## config.mk

```make
export PLATFORM = sky130hd
export DESIGN_NAME = soa_queue
export DESIGN_NICKNAME = d
export VERILOG_FILES = /design/src/hw/rtl/soa_pkg.sv /design/src/hw/rtl/soa_queue.sv
export SDC_FILE = /design/constraint.sdc
export NUM_CORES = 1
export LEC_CHECK = 0
export BUFFER_PORTS_ARGS = -buffer_cell sky130_fd_sc_hd__buf_4
export CAP_MARGIN = 20
export CORE_MARGIN = 2
export CORE_UTILIZATION = 35
export CTS_BUF_LIST = sky130_fd_sc_hd__clkbuf_4
export CTS_CLUSTER_SIZE = 8
export DETAILED_ROUTE_END_ITERATION = 8
export PLACE_DENSITY = 0.61
export RECOVER_POWER = 25
export SYNTH_ARGS = -nofsm -noshare
export SYNTH_HDL_FRONTEND = slang
export SYNTH_SLANG_ARGS = --single-unit
export TNS_END_PERCENT = 1
```

## constraint.sdc

```tcl
create_clock -name aclk -period 2.8 [get_ports aclk]
set_clock_uncertainty 0.05 [all_clocks]
set_input_delay 0.56 -clock aclk [delete_from_list [all_inputs] [get_ports aclk]]
set_output_delay 0.56 -clock aclk [all_outputs]
set_load 0.01 [all_outputs]
```

## src/hw/rtl/soa_pkg.sv

```systemverilog
// Shared types and constants for the slab object allocator.
// Used by every module of the block; no dependencies.
`default_nettype none
package soa_pkg;

    localparam int NUM_PAGES   = 64;
    localparam int PAGE_W      = 6;
    localparam int NUM_CLASSES = 9;
    localparam int OBJ_W       = 9;
    localparam int LINK_W      = 10;
    localparam int OFF_W       = 12;
    localparam int ADDR_W      = 18;

    localparam logic [6:0]  NIL_PAGE      = 7'd64;
    localparam logic [3:0]  MAX_CLASS     = 4'd8;
    localparam logic [15:0] MAX_OBJ_BYTES = 16'd2048;

    localparam logic OP_ALLOC = 1'b0;
    localparam logic OP_FREE  = 1'b1;

    localparam logic [1:0] K_ALLOC  = 2'd0;
    localparam logic [1:0] K_FREE   = 2'd1;
    localparam logic [1:0] K_REJECT = 2'd2;

    localparam logic [1:0] ST_OK        = 2'd0;
    localparam logic [1:0] ST_TOO_LARGE = 2'd1;
    localparam logic [1:0] ST_NO_PAGE   = 2'd2;
    localparam logic [1:0] ST_UNOWNED   = 2'd3;

    typedef struct packed {
        logic        opcode;
        logic [15:0] request_size;
        logic [15:0] request_align;
        logic [17:0] free_address;
    } request_t;

    typedef struct packed {
        logic [1:0]  status;
        logic [17:0] object_address;
        logic [3:0]  size_class;
        logic        page_released;
    } result_t;

    typedef struct packed {
        logic [1:0]        kind;
        logic [3:0]        cls;
        logic [PAGE_W-1:0] page;
        logic [OFF_W-1:0]  offset;
    } work_t;

    typedef struct packed {
        logic [3:0]        owner;
        logic [LINK_W-1:0] count;
        logic [LINK_W-1:0] head;
        logic [6:0]        next;
        logic [6:0]        prev;
    } page_meta_t;

endpackage
`default_nettype wire

```

## src/hw/rtl/soa_queue.sv

```systemverilog
// Short FIFO of classified requests between front and back.
// Depends on soa_pkg.
`default_nettype none
module soa_queue
    import soa_pkg::*;
#(
    parameter int DEPTH = 2
) (
    input  logic  aclk,
    input  logic  aresetn,
    input  logic  push_valid,
    output logic  push_ready,
    input  work_t push_data,
    output logic  pop_valid,
    input  logic  pop,
    output work_t pop_data
);

    localparam int PW = (DEPTH > 1) ? $clog2(DEPTH) : 1;
    localparam int CW = $clog2(DEPTH + 1);

    work_t         slot_reg [DEPTH];
    logic [PW-1:0] wr_ptr_reg, rd_ptr_reg;
    logic [CW-1:0] count_reg;
    logic          do_push, do_pop;

    assign push_ready = (count_reg != CW'(DEPTH));
    assign pop_valid  = (count_reg != '0);
    assign pop_data   = slot_reg[rd_ptr_reg];
    assign do_push    = push_valid && push_ready;
    assign do_pop     = pop && pop_valid;

    always_ff @(posedge aclk) begin
        if (do_push) begin
            slot_reg[wr_ptr_reg] <= push_data;
        end
        if (!aresetn) begin
            wr_ptr_reg <= '0;
            rd_ptr_reg <= '0;
            count_reg  <= '0;
        end else begin
            if (do_push) begin
                wr_ptr_reg <= (wr_ptr_reg == PW'(DEPTH - 1)) ? '0 : wr_ptr_reg + 1'b1;
            end
            if (do_pop) begin
                rd_ptr_reg <= (rd_ptr_reg == PW'(DEPTH - 1)) ? '0 : rd_ptr_reg + 1'b1;
            end
            if (do_push && !do_pop) begin
                count_reg <= count_reg + 1'b1;
            end else if (do_pop && !do_push) begin
                count_reg <= count_reg - 1'b1;
            end
        end
    end

endmodule
`default_nettype wire

```

[Word level (Yosys, flattened, before mapping)]
Memory sizes are Yosys's and may differ from the RTL's. A register that Yosys moved wholly into a read port is not among the register bits.
Cells that the tools add are included.
Cells by class
  add/subtract/negate cells: 4
  equal/unequal tests: 1
  mux-type cells: 8
  reduce and logical (&&, ||, !) cells: 8
Operators by type and width (number)
  $mux 1: 6
  $logic_and 1x1->1: 4
  $mux 2: 2
  $reduce_bool 2->1: 2
  $add 1x1->1 const B: 2
  $add 2x1->2 const B: 1
  $logic_not 1->1: 2
  $ne 2x2->1 const B: 1
  $sub 2x1->2 const B: 1
Storage, ports and cells
  flip-flop bits (word level): 4
  RAM bits: 48
  input bits: 28
  output and inout port bits: 26
  word-level logic and storage cells: 25
  memories kept: 1
Memories
  slot_reg: words 2, bits a word 24, rd ports 1, clocked after memory_dff 1, write ports 1, RTL line soa_queue.sv:22  | work_t slot_reg [DEPTH];

[Logic depth before layout (Yosys ltp)]
  depth after elaboration: 6
  depth in mapped cells: 6
  gate-level depth less buffers: 6

[Worst setup path before layout]
No wires, ideal clock.
  kind: register to register
  start point: reg count_reg[0]
  end point: mem slot_reg[1][0] (netlist name), enable pin
  setup time: 0.383 ns
  arrival time: 1.229 ns
  required time: 2.367 ns
  slack: 1.138 ns
  cell stages (with the launch flop): 3
  path buffers: 0
  period minus slack after synthesis: 1.662 ns
  path through: dfxtp_1 > nand2b_4 > and3_1
On the way
  cells in the longest elaborated chain, start to end: 4
Ends and longest elaborated chain
  start: declaration: RTL line soa_queue.sv:24  | logic [CW-1:0] count_reg;
  start signal: assignment: RTL line soa_queue.sv:49  | count_reg <= count_reg + 1'b1;
  start signal: assignment: RTL line soa_queue.sv:51  | count_reg <= count_reg - 1'b1;
  $ne 2x2->1: RTL line soa_queue.sv:27  | assign push_ready = (count_reg != CW'(DEPTH));
  via push_ready: RTL line soa_queue.sv:12  | output logic push_ready,
  $logic_and 1x1->1: RTL line soa_queue.sv:30  | assign do_push = push_valid && push_ready;
  $mux 1: RTL line soa_queue.sv:34  | if (do_push) begin
  $mux 1 (implied by the code): RTL line soa_queue.sv:35  | slot_reg[wr_ptr_reg] <= push_data;
  end: declaration: RTL line soa_queue.sv:22
The timed path passes the listed nets, and every way through them passes these cells.

==> results.toml <==
[sta]
setup_tns_ns = 0
hold_violations = 0
slew_viol_final = 0
rsz0062_at_grt = "false"
slew_headroom = 0.600
timing.final.crit_share = 0.834
fmax_ghz = 0.428
tightest_slew_ns = 0.600
setup_viol = 0
finalCriticalPeriod_ns = 2.34
hold_ws_ns = 0.328

[synth]
post-synth-top-count-cell = "edfxtp_1"
synth_seq_cells = 53
synth_common_cells = "48 x edfxtp_1, 24 x mux2_2, 5 x dfxtp_1, 4 x and2_1, 3 x buf_2"
synth.distinct_cells = 19
syn_area_mm2 = 0.00197
yosys.area.top_type = "edfxtp_1"
synth-seq-area-share = 0.783
ys_top_cells_by_area = "edfxtp_1 73%, mux2_2 14%, dfxtp_1 5.1%"
syn-num-nets = 128
synth_edf_count = 48
synthArstFlopShare = 0
yosys_most_used_dff = "edfxtp_1"
synth_top_area_frac = 0.732
avgSynthCellArea_um2 = 19.9
ys_warn_count = 0
synthCells = 99

[clock_tree]
root_buffer = "clkbuf_4"
clkTransAtPathRegs_ns = 0.14
clock_latency_ns = 0.35
post_cts_buffers = 0
cts_num_sinks = 53
cts-htree-levels = 2
cts_tree = "yes"
cts_buffer_depth = 2
cts_hold_buf = 0
numCtsBuffers = 5
ctsResizeCount = 0

[setup_path]
crit_slowest_cell = "dfxtp_1"
rrSetupSlack_ns = 1.02
worstPathCellList = "buf_4 > mux2_2 > buf_4"
slowest_delay_ns = 0.52
cp-start-kind = "flip-flop"
critPathMaxFanout = 18
crit_top_cell = "buf_4"
required_ns = 2.19
path_buf_inv = 2
cp_data_arrival_time_ns = 1.73
critical_path.endpoint_type = "output port"
critPathKind = "flip-flop to output port"
path_delay_family = "flip-flops"

[detailed_routing]
drc = 0
first_pass_iters = 4
vias = 1033
wl_per_cell_um = 14.1
ant_nets = 0
drt_iter0_drc = 37
drt-total-wl_um = 3260
via_per_inst = 4.45

[power_and_ir_drop]
max-vdd-ir-drop_v = 0.000350
p_clk_frac = 0.161
seq_power_share = 0.520
combPwrFrac = 0.319
swShare = 0.280
p_switching_mw = 0.562
power.internal_mw = 1.45
p_per_area_mw_per_mm2 = 798
p_leak_nw = 0.926

[job]
cap_violations = 0

[global_route]
grt_pass1_vias = 1105
grt_overflow = 0
antenna_found_initial = 0
grt_max_degree = 19
grtUsageTotal = 0.111
grt_pass1_wl_um = 5200

[final_layout]
drive_above_1_share = 0.531
ff_latch_area_mm2 = 0.00154
area_growth_pct = 27.6
largest_reg_flops = 48
nets = 188
fillCellCount = 498
multi_input_area_um2 = 409
n_antenna_cell = 0

[min_path]
hp-class = "input pin to flip-flop"

[die]
coreArea_mm2 = 0.00547
die-height_um = 79.0
start_util = 0.360
die_w_um = 79.0
dieArea_mm2 = 0.00624
rows = 27
io_pins = 54

[placed_design]
io_buffers = 53
dp_hpwl_um = 2320
gp_congestion = 0.596

[status]
status = "complete, no violations"
## worst register-to-register path: stages (launching register included)
cell and delay [ns]:
dfxtp_1 0.44, nand2b_4 0.18, nand3b_1 0.09, inv_1 0.45, buf_4 0.30
## power by group through the flow
| stage | clock [mW] | combinational (mW) | sequential, mW |
|---|---|---|---|
| 3_5_place_dp | 0 | 0.657 | 1.06 |
| 6_report | 0.323 | 0.641 | 1.04 |
| 2_1_floorplan | 0 | 0.383 | 1.04 |
| 5_1_grt | 0.364 | 0.706 | 1.05 |
| 4_1_cts | 0.334 | 0.662 | 1.04 |
| 3_3_place_gp | 0 | 0.643 | 1.05 |
## final timing paths
check	start	to	depth (start not counted)
worst min-delay path	push_data[4]	slot_reg[1][4]	1
worst max-delay path	flip-flop	pop_data[4]	3
worst max register to register	count_reg[0]	slot_reg[0][11]	4
worst min register to register	wr_ptr_reg	wr_ptr_reg	2
## through the flow
stage	area [um^2]	cells	total power, mW	setup WS (ns)	util
detailed placement	2480	224	1.72	0.832	0.453
CTS	2530	232	2.04	0.399	0.463
global placement	2480	224	1.70	0.864	0.453
floorplan	1970	99	1.42	1.14	-
finish	2510	232	2.01	0.464	0.459
global route	2510	232	2.12	0.364	0.459
## layer usage
metal	vias up	wire length, um	GRT usage
met4	0	45	0.0517
met3	6	131	0.0261
li1	499	-	-
met5	-	0	0
met2	29	1720	0.193
met1	499	1370	0.128
## cell usage in the layout (no fill, tap or decap), drive strengths merged
cell | netlist | final
edfxtp | 48 | 48
buf | 3 | 38
mux2 | 24 | 24
clkbuf | 0 | 23
dfxtp | 5 | 5
and2 | 4 | 4
clkinv | 0 | 3
xnor2 | 2 | 2
o21ai | 2 | 2
a21boi | 2 | 2
nand2b | 1 | 1
or2 | 1 | 1
and3 | 1 | 1
nand3b | 1 | 1
inv | 1 | 1
a21bo | 1 | 1
xor2 | 1 | 1
or3 | 1 | 1
ha | 1 | 1
## cell type report
class	instances	area share
tap	72	0.0358
clock inverter	3	0.00697
clock buffer	5	0.0149
timing repair buffer	56	0.165
inverter	1	0.00149
multi-input combinational	42	0.163
sequential	53	0.613
## cells by family (layout without fill, tap and decap cells)
group / after synthesis / in the layout / share of synthesized area
DFF: 53 / 53 / 0.783
muxes: 24 / 24 / 0.137
buffers and inverters: 4 / 65 / 0.00953
xor gates and xnor gates: 3 / 3 / 0.0133
AOI/OAI and AO/OA: 5 / 5 / 0.0178
and+or+nand+nor: 9 / 9 / 0.0330
adders and majority gates: 1 / 1 / 0.00635
Power figures use the tool's default switching activity.
