`src/hw/rtl/soa_pkg.sv`:
```
// Shared types and constants for the slab object allocator.
// Used by every module of the block; no dependencies.
`default_nettype none
package soa_pkg;

    localparam int NUM_PAGES   = 64;
    localparam int PAGE_W      = 6;
    localparam int NUM_CLASSES = 9;
    localparam int OBJ_W       = 9;
    localparam int LINK_W      = 10;
    localparam int OFF_W       = 12;
    localparam int ADDR_W      = 18;

    localparam logic [6:0]  NIL_PAGE      = 7'd64;
    localparam logic [3:0]  MAX_CLASS     = 4'd8;
    localparam logic [15:0] MAX_OBJ_BYTES = 16'd2048;

    localparam logic OP_ALLOC = 1'b0;
    localparam logic OP_FREE  = 1'b1;

    localparam logic [1:0] K_ALLOC  = 2'd0;
    localparam logic [1:0] K_FREE   = 2'd1;
    localparam logic [1:0] K_REJECT = 2'd2;

    localparam logic [1:0] ST_OK        = 2'd0;
    localparam logic [1:0] ST_TOO_LARGE = 2'd1;
    localparam logic [1:0] ST_NO_PAGE   = 2'd2;
    localparam logic [1:0] ST_UNOWNED   = 2'd3;

    typedef struct packed {
        logic        opcode;
        logic [15:0] request_size;
        logic [15:0] request_align;
        logic [17:0] free_address;
    } request_t;

    typedef struct packed {
        logic [1:0]  status;
        logic [17:0] object_address;
        logic [3:0]  size_class;
        logic        page_released;
    } result_t;

    typedef struct packed {
        logic [1:0]        kind;
        logic [3:0]        cls;
        logic [PAGE_W-1:0] page;
        logic [OFF_W-1:0]  offset;
    } work_t;

    typedef struct packed {
        logic [3:0]        owner;
        logic [LINK_W-1:0] count;
        logic [LINK_W-1:0] head;
        logic [6:0]        next;
        logic [6:0]        prev;
    } page_meta_t;

endpackage
`default_nettype wire

```
`src/hw/rtl/soa_front.sv`:
```
// Request classifier: size class selection, oversize screening, free address split.
// Depends on soa_pkg.
`default_nettype none
module soa_front
    import soa_pkg::*;
(
    input  request_t req,
    output work_t    work
);

    logic [15:0] size;
    logic [3:0]  cls;

    always_comb begin
        size = (req.request_align > req.request_size) ? req.request_align : req.request_size;
        cls = MAX_CLASS;
        for (int i = NUM_CLASSES - 2; i >= 0; i--) begin
            if (size <= (16'd8 << i)) begin
                cls = 4'(i);
            end
        end
        work.page   = req.free_address[ADDR_W-1:OFF_W];
        work.offset = req.free_address[OFF_W-1:0];
        work.cls    = cls;
        if (req.opcode == OP_FREE) begin
            work.kind = K_FREE;
        end else if (size > MAX_OBJ_BYTES) begin
            work.kind = K_REJECT;
        end else begin
            work.kind = K_ALLOC;
        end
    end

endmodule
`default_nettype wire

```
`config.mk`:
```
export PLATFORM = sky130hd
export DESIGN_NAME = soa_front
export DESIGN_NICKNAME = d
export VERILOG_FILES = /design/src/hw/rtl/soa_pkg.sv /design/src/hw/rtl/soa_front.sv
export SDC_FILE = /design/constraint.sdc
export NUM_CORES = 1
export LEC_CHECK = 0
export ABC_AREA = 1
export BUFFER_PORTS_ARGS = -buffer_cell sky130_fd_sc_hd__buf_4
export CAP_MARGIN = 10
export CORE_MARGIN = 3
export CORE_UTILIZATION = 48
export DETAILED_ROUTE_END_ITERATION = 8
export PLACE_DENSITY_LB_ADDON = 0.25
export RECOVER_POWER = 25
export SLEW_MARGIN = 40
export SYNTH_ARGS = -nofsm -noshare
export SYNTH_HDL_FRONTEND = slang
export SYNTH_SLANG_ARGS = --single-unit
```
`constraint.sdc`:
```
create_clock -name vclk -period 3.31
set_input_delay 0.4965 -clock vclk [all_inputs]
set_output_delay 0.4965 -clock vclk [all_outputs]
set_load 0.02 [all_outputs]
```
# Yosys cells after proc, flatten, opt, wreduce, memory -nomap -nowiden
# Cells that the tools add are included.
dict set report word_totals {
  output_inout_bits 24
  elab_cells 21
  regBits 0
  input_bits 51
}
dict set report op_classes {
  n_lt_le_gt_ge 10
  mux 11
}
# op n
set ops {}
lappend ops {{$mux W4} 8}
lappend ops {{$gt A16 B12 Y1 const B} 1}
lappend ops {{$gt A16 B16 Y1} 1}
lappend ops {{$le A16 B10 Y1 const B} 1}
lappend ops {{$le A16 B11 Y1 const B} 1}
lappend ops {{$le A16 B4 Y1 const B} 1}
lappend ops {{$le A16 B5 Y1 const B} 1}
lappend ops {{$le A16 B6 Y1 const B} 1}
lappend ops {{$le A16 B7 Y1 const B} 1}
lappend ops {{$le A16 B8 Y1 const B} 1}
lappend ops {{$le A16 B9 Y1 const B} 1}
lappend ops {{$mux W16} 1}
lappend ops {{$mux W2} 2}

# Logic depth before layout (Yosys ltp)
# Gate-level depths: netlist (run 1).
dict set report logic_depth {
  word_depth 11
  mapped_depth 27
  mapped_depth_nobuf 26
}

# Worst setup path after synthesis (run 1)
# Ideal clock, no wire load.
dict set report synth_path {
  kind {input-to-output}
  startpoint {input port req[45] (netlist bit)}
  endpoint {output port work[19] (netlist bit)}
  n_path_buf 1
  t_arrival_ps 2651
  setup_slack_ps 163
  t_required_ps 2813
  path_stages 13
  cell_sequence {inv_1 > ha_1 > nand4_2 > nor3_4 > nand3_2 > nand2_4 > buf_6 > nand2_2 > nand2_2 > nand3_1 > nor4_2 > a21oi_1 > a21boi_0}
}
# element line_no
set synth_rtl {}
lappend synth_rtl {{start: declaration} soa_front.sv:7} ;# input request_t req,
lappend synth_rtl {{end: declaration} soa_front.sv:8} ;# output work_t work

==> results of run 1 <==
[placed cells by master (no fill, tap or decap), drive strengths merged]
cell / synthesis / layout
nand2: 91 / 93
buf: 24 / 59
inv: 34 / 34
nor2: 32 / 32
nand3: 22 / 22
ha: 16 / 16
a21oi: 11 / 11
nand3b: 8 / 8
o21ai: 5 / 5
nand4: 3 / 3
nor4: 3 / 3
clkbuf: 1 / 2
nor3: 2 / 2
a21o: 1 / 1
a21boi: 1 / 1
a311oi: 1 / 1
[per-stage QoR]
stage               cells  setup TNS [ps]  hold WS, ps
detailed placement    310            -112          993
finish                323            -214          993
CTS                   310           -72.1          993
floorplan             255               0         1080
global route          323            -726          993
global placement      310           -86.5          993
[logic make-up (layout without fill, tap and decap cells)]
| kind of cell | after synthesis | after routing |
|---|---|---|
| and+or+nand+nor | 161 | 163 |
| buffers and inverters | 59 | 95 |
| AOI/OAI and AO/OA | 19 | 19 |
| adders and majority gates | 16 | 16 |
[power groups by stage]
| stage | Combinational [mW] | Clock (mW) | Sequential, mW |
|---|---|---|---|
| 2_1_floorplan | 0.205 | 0 | 0 |
| 3_3_place_gp | 0.258 | 0 | 0 |
| 3_5_place_dp | 0.260 | 0 | 0 |
| 4_1_cts | 0.263 | 0 | 0 |
| 5_1_grt | 0.424 | 0 | 0 |
| 6_report | 0.396 | 0 | 0 |
[worst paths after layout]
path,slack (ps),cells past startpoint,end
worst max-delay path,-150,22,work[18]
worst min-delay path,990,0,work[0]
[timing repair]
| action | in CTS | in global routing |
|---|---|---|
| pin swaps | 0 | 29 |
| resized for setup | 1 | 79 |
| buffers inserted | 0 | 8 |
| endpoints found under the setup margin | 1 | 5 |
| cloned | 0 | 5 |
[final cells by class]
cell class                      count  area (um^2)  share of cell area
Inverter                           34          143              0.0665
Tap cell                           30         37.5              0.0175
Timing Repair Buffer               61          539               0.251
Multi-Input combinational cell    198         1430               0.665
[critical path, delay by kind of cell]
| family | cells | cell delay [ps] |
|---|---|---|
| AOI/OAI and AO/OA | 1 | 130 |
| adders and majority gates | 1 | 280 |
| buffers and inverters | 4 | 440 |
| and+or+nand+nor | 16 | 1610 |
[per-layer routing]
metal	up-vias	global-route usage	wire (um)
met5	-	0	0
met4	0	0.0222	250
met3	30	0.00648	457
met2	120	0.335	2480
met1	822	0.268	1850
li1	880	-	-
==> out/results.txt, run 1 <==
status - finished with violations
violations in the final reports - negative setup slack
DIE AREA - 3600 um^2
syn_nets - 322
unrepaired setup endpoints after global routing - true
n_diodes - 0
Yosys top cell area share - 0.215
Initial Utilization - 0.535
first-pass GRT wire length - 5.74 mm
largest cells by area after synthesis - nand2_1 21%, ha_1 14%, buf_4 11%
Synth Area in Adders - 0.143
register area share after synthesis - 0
CP Class - primary input to primary output
Slew Limit Fails - 0
fin crit period - 3460 ps
worst slack, placed - -112 ps
arrival time worst endpoint - 2970 ps
Final HPWL DP - 2.81 mm
Setup WS post-layout - -155 ps
Area after DPL - 1640 um^2
DRC errors left - 0
Ports - 75
row count - 18
Req. time, crit path - 2810 ps
largest family of logic cells by synthesized area - simple AND/OR/NAND/NOR gates
Post-Synth Simple-Gate Area - 0.550
initial antenna violation count - 0
Power Dens Cells - 185 nW/um^2
Clock buffer cells - 0
Syn Inst Count - 255
Worst setup EP type - primary output
Area Overhead vs Synth - 53.4%
pin slew with the least headroom to its limit - 310 ps
Yosys cell types - 29
Max-Cap Viols - 0
fin nets - 362
Post-Synth XOR/XNOR Area - 0
Worst VDD drop - 0.000150 V
sw frac - 0.567
GR Overflow Total - 0
layout cells sized above 1 - 0.478
crit path launch - req[29]
leading area contributor after synthesis - nand2_1
Crit Path Max Fanout - 7
FF+latch count - 0
vias - 1,852
die width - 60.0 um
finished layout cell area - 2140 um^2
Vias/cell - 5.73
HP Class - primary input to primary output
post-synthesis mux area share - 0
Leakage - 1.06 nW
DR iter-0 viols - 143
clock group share of total power - 0
Tcrit/Tclk final - 1.05
Hold Vio Cnt, Final - 0
number of port buffers - 39
global placement routability congestion - 0.916
Seq pwr share - 0
Startpoint Class - primary input
PnR Total Power - 0.396 mW
Post-Route WL - 5.04 mm
number of global-route vias before repair - 1,424
Reg area - 0 um^2
WL/cell - 15.6 um
Synth Warn # - 0
CP most frequent cell - nand2_1
CP cell instances - buf_8 -> ha_4 -> nand4_4 -> nor3_4 -> nand2_4 -> nand2_8 -> buf_12 -> nand3_2 -> nand2_2 -> inv_2 -> nor2_2 -> nand2_1 -> nor2_2 -> nand2_1 -> nand2_2 -> nand2_1 -> nand2_1 -> nand2_1 -> nand2_1 -> nand2_1 -> a21oi_2 -> buf_4
die height - 60.0 um
Cell Int Power - 0.172 mW
hold_buf cts - 0
Critical-path top delay cell - nor3_4
crit-path max cell delay - 310 ps
Post-synth top cells - 80 x nand2_1, 33 x inv_1, 25 x nor2_1, 21 x nand3_1, 20 x buf_4
CORE AREA - 2610 um^2
Avg Inst Size Synth - 5.48 um^2
Detail Route Antenna Nets - 0
Comb power frac - 1.000
largest net degree at the start of global routing - 26
Tot GR Track Use - 0.192
final setup vio count - 2
most frequent cell after synthesis - nand2_1
min-delay src - req[0]
Rel. slew slack - 0.791
drt first pass iters - 5
fillers - 169
Synth Area in Compound Gates - 0.0824
fmax - 289 MHz
Net Sw Power - 0.225 mW
mapped cell area - 1400 um^2
final core occ - 0.821
Note: power is estimated with default switching activity, not from simulation.
==> inputs of run 2 (changes only) <==
Settings changed: ABC_CLOCK_PERIOD_IN_PS set to 3310, PLACE_DENSITY set to 0.9, PLACE_DENSITY_LB_ADDON 0.25 to not set.
==> run 2 against run 1 <==
The run still ends with negative setup slack left. Critical path depth grew 3. Setup slack lost 250 ps. Routed wire length grew 17%. Sequential share of layout area is the same. Sequential cell count is the same. Utilization grew 0.81 points. Fmax shrank 6.6%. First-iteration DRC count grew 150%. Die area is the same. Count of clock-buffer cells in the layout is the same. Combinational power grew 3%. Critical path type unchanged. Largest power group unchanged.
==> out/results.txt, run 2 (synthesized netlist as in run 1, its figures left out) <==
Tot GR Track Use - 0.202
first-pass GRT wire length - 6.00 mm
Post-Route WL - 5.90 mm
DR iter-0 viols - 351
Setup WS post-layout - -400 ps
Area Overhead vs Synth - 55.0%
Max-Cap Viols - 0
Tcrit/Tclk final - 1.12
number of port buffers - 39
vias - 2,034
Power Dens Cells - 189 nW/um^2
setup TNS - -1040 ps
CP Capture Point - work[18]
most common cell after layout, fill and taps aside - nand2_1
DRC errors left - 0
row count - 18
Worst VDD drop - 0.000140 V
die width - 60.0 um
die height - 60.0 um
final setup vio count - 5
arrival time worst endpoint - 3210 ps
global placement routability congestion - 0.880
violations in the final reports - negative setup slack
Rel. slew slack - 0.810
PnR Total Power - 0.409 mW
Clock buffer cells - 0
Detail Route Antenna Nets - 0
Hold Vio Cnt, Final - 0
Vias/cell - 6.26
Crit Path Max Fanout - 12
GR Overflow Total - 0
fin crit period - 3710 ps
Startpoint Class - primary input
pin slew with the least headroom to its limit - 282 ps
drt first pass iters - 6
initial antenna violation count - 0
DIE AREA - 3600 um^2
CORE AREA - 2610 um^2
WHS - 993 ps
HP Class - primary input to primary output
Reg area - 0 um^2
hold_buf cts - 0
Slew Limit Fails - 0
crit path launch - req[40]
WL/cell - 18.2 um
FF+latch count - 0
Req. time, crit path - 2810 ps
Leakage - 1.08 nW
number of global-route vias before repair - 1,529
n_diodes - 0
fmax - 270 MHz
Initial Utilization - 0.535
largest net degree at the start of global routing - 25
layout cells sized above 1 - 0.492
fin nets - 364
Worst setup EP type - primary output
Ports - 75
CP Class - primary input to primary output
most frequent cells in the layout - 68 x nand2_1, 50 x buf_4, 22 x inv_1, 20 x nand2_2
Final HPWL DP - 2.95 mm
status - finished with violations
unrepaired setup endpoints after global routing - true
-- run 2: final cells by class --
cell class	instances	area, um^2
multi-input combinational	197	1400
timing repair buffer	64	589
fill	149	447
inverter	34	135
tap	30	37.5
-- run 2: worst min-delay path by stage --
stage / start / end / slack, ps / cells past startpoint
after floorplan: req[50] / work[23] / 1080 / 1
after global placement: req[15] / work[15] / 990 / 0
after detailed placement: req[15] / work[15] / 990 / 0
after CTS: req[15] / work[15] / 990 / 0
after global routing: req[17] / work[17] / 990 / 0
final: req[10] / work[10] / 990 / 0
-- run 2: report_power, final --
group | internal, mW | switching [mW]
sequential | 0 | 0
combinational | 0.176 | 0.233
clock | 0 | 0
total | 0.176 | 0.233
-- run 2: critical path, cell delays in order --
cell and delay (ps):
buf_4 110, inv_1 100, ha_1 280, nand2_2 130
nor2_1 70, nor2_2 110, nand2_1 100, nand2_2 140
nand2_8 120, nand2_8 150, nand2_1 100, nand2_2 120
inv_2 50, nor2_2 110, nand2_1 90, nor2_2 150
nand2_1 90, nand2_2 80, nand2_1 50, nand2_1 60
nand2_1 60, nand2_1 70, nand2_1 70, a21oi_2 130
buf_4 140
-- run 2: repair_timing --
| action | CTS | global route |
|---|---|---|
| gates cloned | 0 | 4 |
| setup buffers | 0 | 11 |
| gates resized for setup | 7 | 81 |
| pin swaps | 0 | 42 |
| setup endpoints to repair | 1 | 3 |
-- run 2: metrics by stage --
step	cells	cell area [um^2]	utilization	setup WS [ps]
3_3_place_gp	310	1620	0.622	-43.7
4_1_cts	310	1660	0.635	-61.0
2_1_floorplan	255	1400	-	163
5_1_grt	325	2170	0.829	-559
6_report	325	2170	0.829	-400
3_5_place_dp	310	1620	0.622	-103
-- run 2: metal layers --
layer  vias up  track usage  part of all wire
met1       889        0.267              0.35
li1        885            -                 -
met3        65       0.0108             0.098
met2       195        0.355              0.48
met4         0       0.0475             0.075
met5         -            0                 0
==> inputs of run 3 (changes only) <==
Settings changed: PLACE_DENSITY 0.9 to not set, PLACE_DENSITY_LB_ADDON set to 0.15.
==> run 3 against run 2 <==
The flow still finishes with violations (negative setup slack). Critical path type unchanged. Largest power group unchanged. Routed wire length down 5.2%. Global-route usage is 0.88 points higher. Sequential cell count unchanged. Largest cell class unchanged. Critical endpoint unchanged. Final area grew 7.9%. Fmax is 4.9% higher. Worst hold slack is essentially flat.
==> out/results.txt, run 3 (synthesized netlist as in run 1, its figures left out) <==
DRC errors left - 0
fmax - 283 MHz
Hold Vio Cnt, Final - 0
fin crit period - 3540 ps
number of port buffers - 39
DIE AREA - 3600 um^2
row count - 18
global placement routability congestion - 0.947
final core occ - 0.894
pin slew with the least headroom to its limit - 348 ps
Final HPWL DP - 3.27 mm
CP Class - primary input to primary output
drt first pass iters - 5
largest net degree at the start of global routing - 24
DR iter-0 viols - 118
hold_buf cts - 0
Reg area - 0 um^2
n_diodes - 0
Post-Route WL - 5.60 mm
Leakage - 1.17 nW
unrepaired setup endpoints after global routing - true
Crit Path Max Fanout - 7
vias - 1,958
Tot GR Track Use - 0.211
CORE AREA - 2610 um^2
Startpoint Class - primary input
die height - 60.0 um
HP Class - primary input to primary output
Worst setup EP type - primary output
FF+latch count - 0
CP cell instances - buf_6 -> ha_4 -> nand4_4 -> nor3_4 -> nand2_2 -> nand2_8 -> buf_6 -> nand3b_1 -> nand2_2 -> nand2_1 -> nor2_1 -> nand2_1 -> nor2_1 -> nor2_1 -> nand2_2 -> nand2_1 -> nand2_1 -> nand2_1 -> nand2_1 -> a21oi_2 -> buf_4
Worst VDD drop - 0.000153 V
die width - 60.0 um
Power Dens Cells - 186 nW/um^2
Req. time, crit path - 2810 ps
status - finished with violations
Clock buffer cells - 0
layout cells sized above 1 - 0.528
Area Overhead vs Synth - 67.1%
Placed Instances - 339
fin nets - 387
first-pass GRT wire length - 6.11 mm
number of cells in the finished layout apart from fillers - 348
initial antenna violation count - 0
final setup vio count - 5
Ports - 75
Detail Route Antenna Nets - 0
Critical-path top delay cell - nor3_4
GR Overflow Total - 0
arrival time worst endpoint - 3040 ps
WL/cell - 16.1 um
Slew Limit Fails - 0
most common cell after layout, fill and taps aside - buf_4
most frequent cells in the layout - 71 x buf_4, 67 x nand2_1, 21 x inv_1, 21 x nand2_2, 16 x nand3_1
crit-path max cell delay - 290 ps
Vias/cell - 5.63
Initial Utilization - 0.535
worst slack, placed - -138 ps
Tcrit/Tclk final - 1.07
Rel. slew slack - 0.766
Max-Cap Viols - 0
violations in the final reports - negative setup slack
Setup WS post-layout - -228 ps
number of global-route vias before repair - 1,542
CP most frequent cell - nand2_1
-- run 3: path summary, 6_finish.rpt --
path / endpoint / slack [ps] / startpoint / cells past startpoint
hold / removal: work[11] / 990 / req[11] / 0
setup / recovery: work[18] / -230 / req[29] / 21
-- run 3: layout make-up --
cell class | count | area, um^2
multi-input cells | 198 | 1440
well taps | 30 | 37.5
fillers | 122 | 277
repair buffers | 86 | 727
inverters | 34 | 135
-- run 3: timing repair --
item	in CTS	in global routing
resized for setup	3	91
endpoints found under the hold margin	0	0
pin swaps	0	33
endpoints found under the setup margin	2	5
gates cloned	0	4
setup buffers	0	6
-- run 3: worst max-delay path, delay by kind of cell --
family,cells,cell delay (ps)
and+or+nand+nor,16,1810
AOI/OAI and AO/OA,1,50
adders and majority gates,1,280
buffers and inverters,3,410
-- run 3: through the flow --
stage / hold WS [ps] / power (mW) / cell area, um^2 / TNS (ps)
finish: 993 / 0.434 / 2340 / -464
floorplan: 1080 / 0.205 / 1400 / 0
global route: 993 / 0.462 / 2340 / -918
global placement: 993 / 0.293 / 1840 / -65.0
detailed placement: 993 / 0.299 / 1840 / -157
CTS: 993 / 0.302 / 1860 / -107
-- run 3: power by group --
part / internal [mW] / switching [mW]
Clock: 0 / 0
Sequential: 0 / 0
Combinational: 0.193 / 0.241
Total: 0.193 / 0.241
-- run 3: per-layer routing --
metal / global-route usage / part of all wire
met1: 0.272 / 0.37
met5: 0 / 0
met4: 0.0380 / 0.041
met2: 0.386 / 0.50
met3: 0.00864 / 0.084
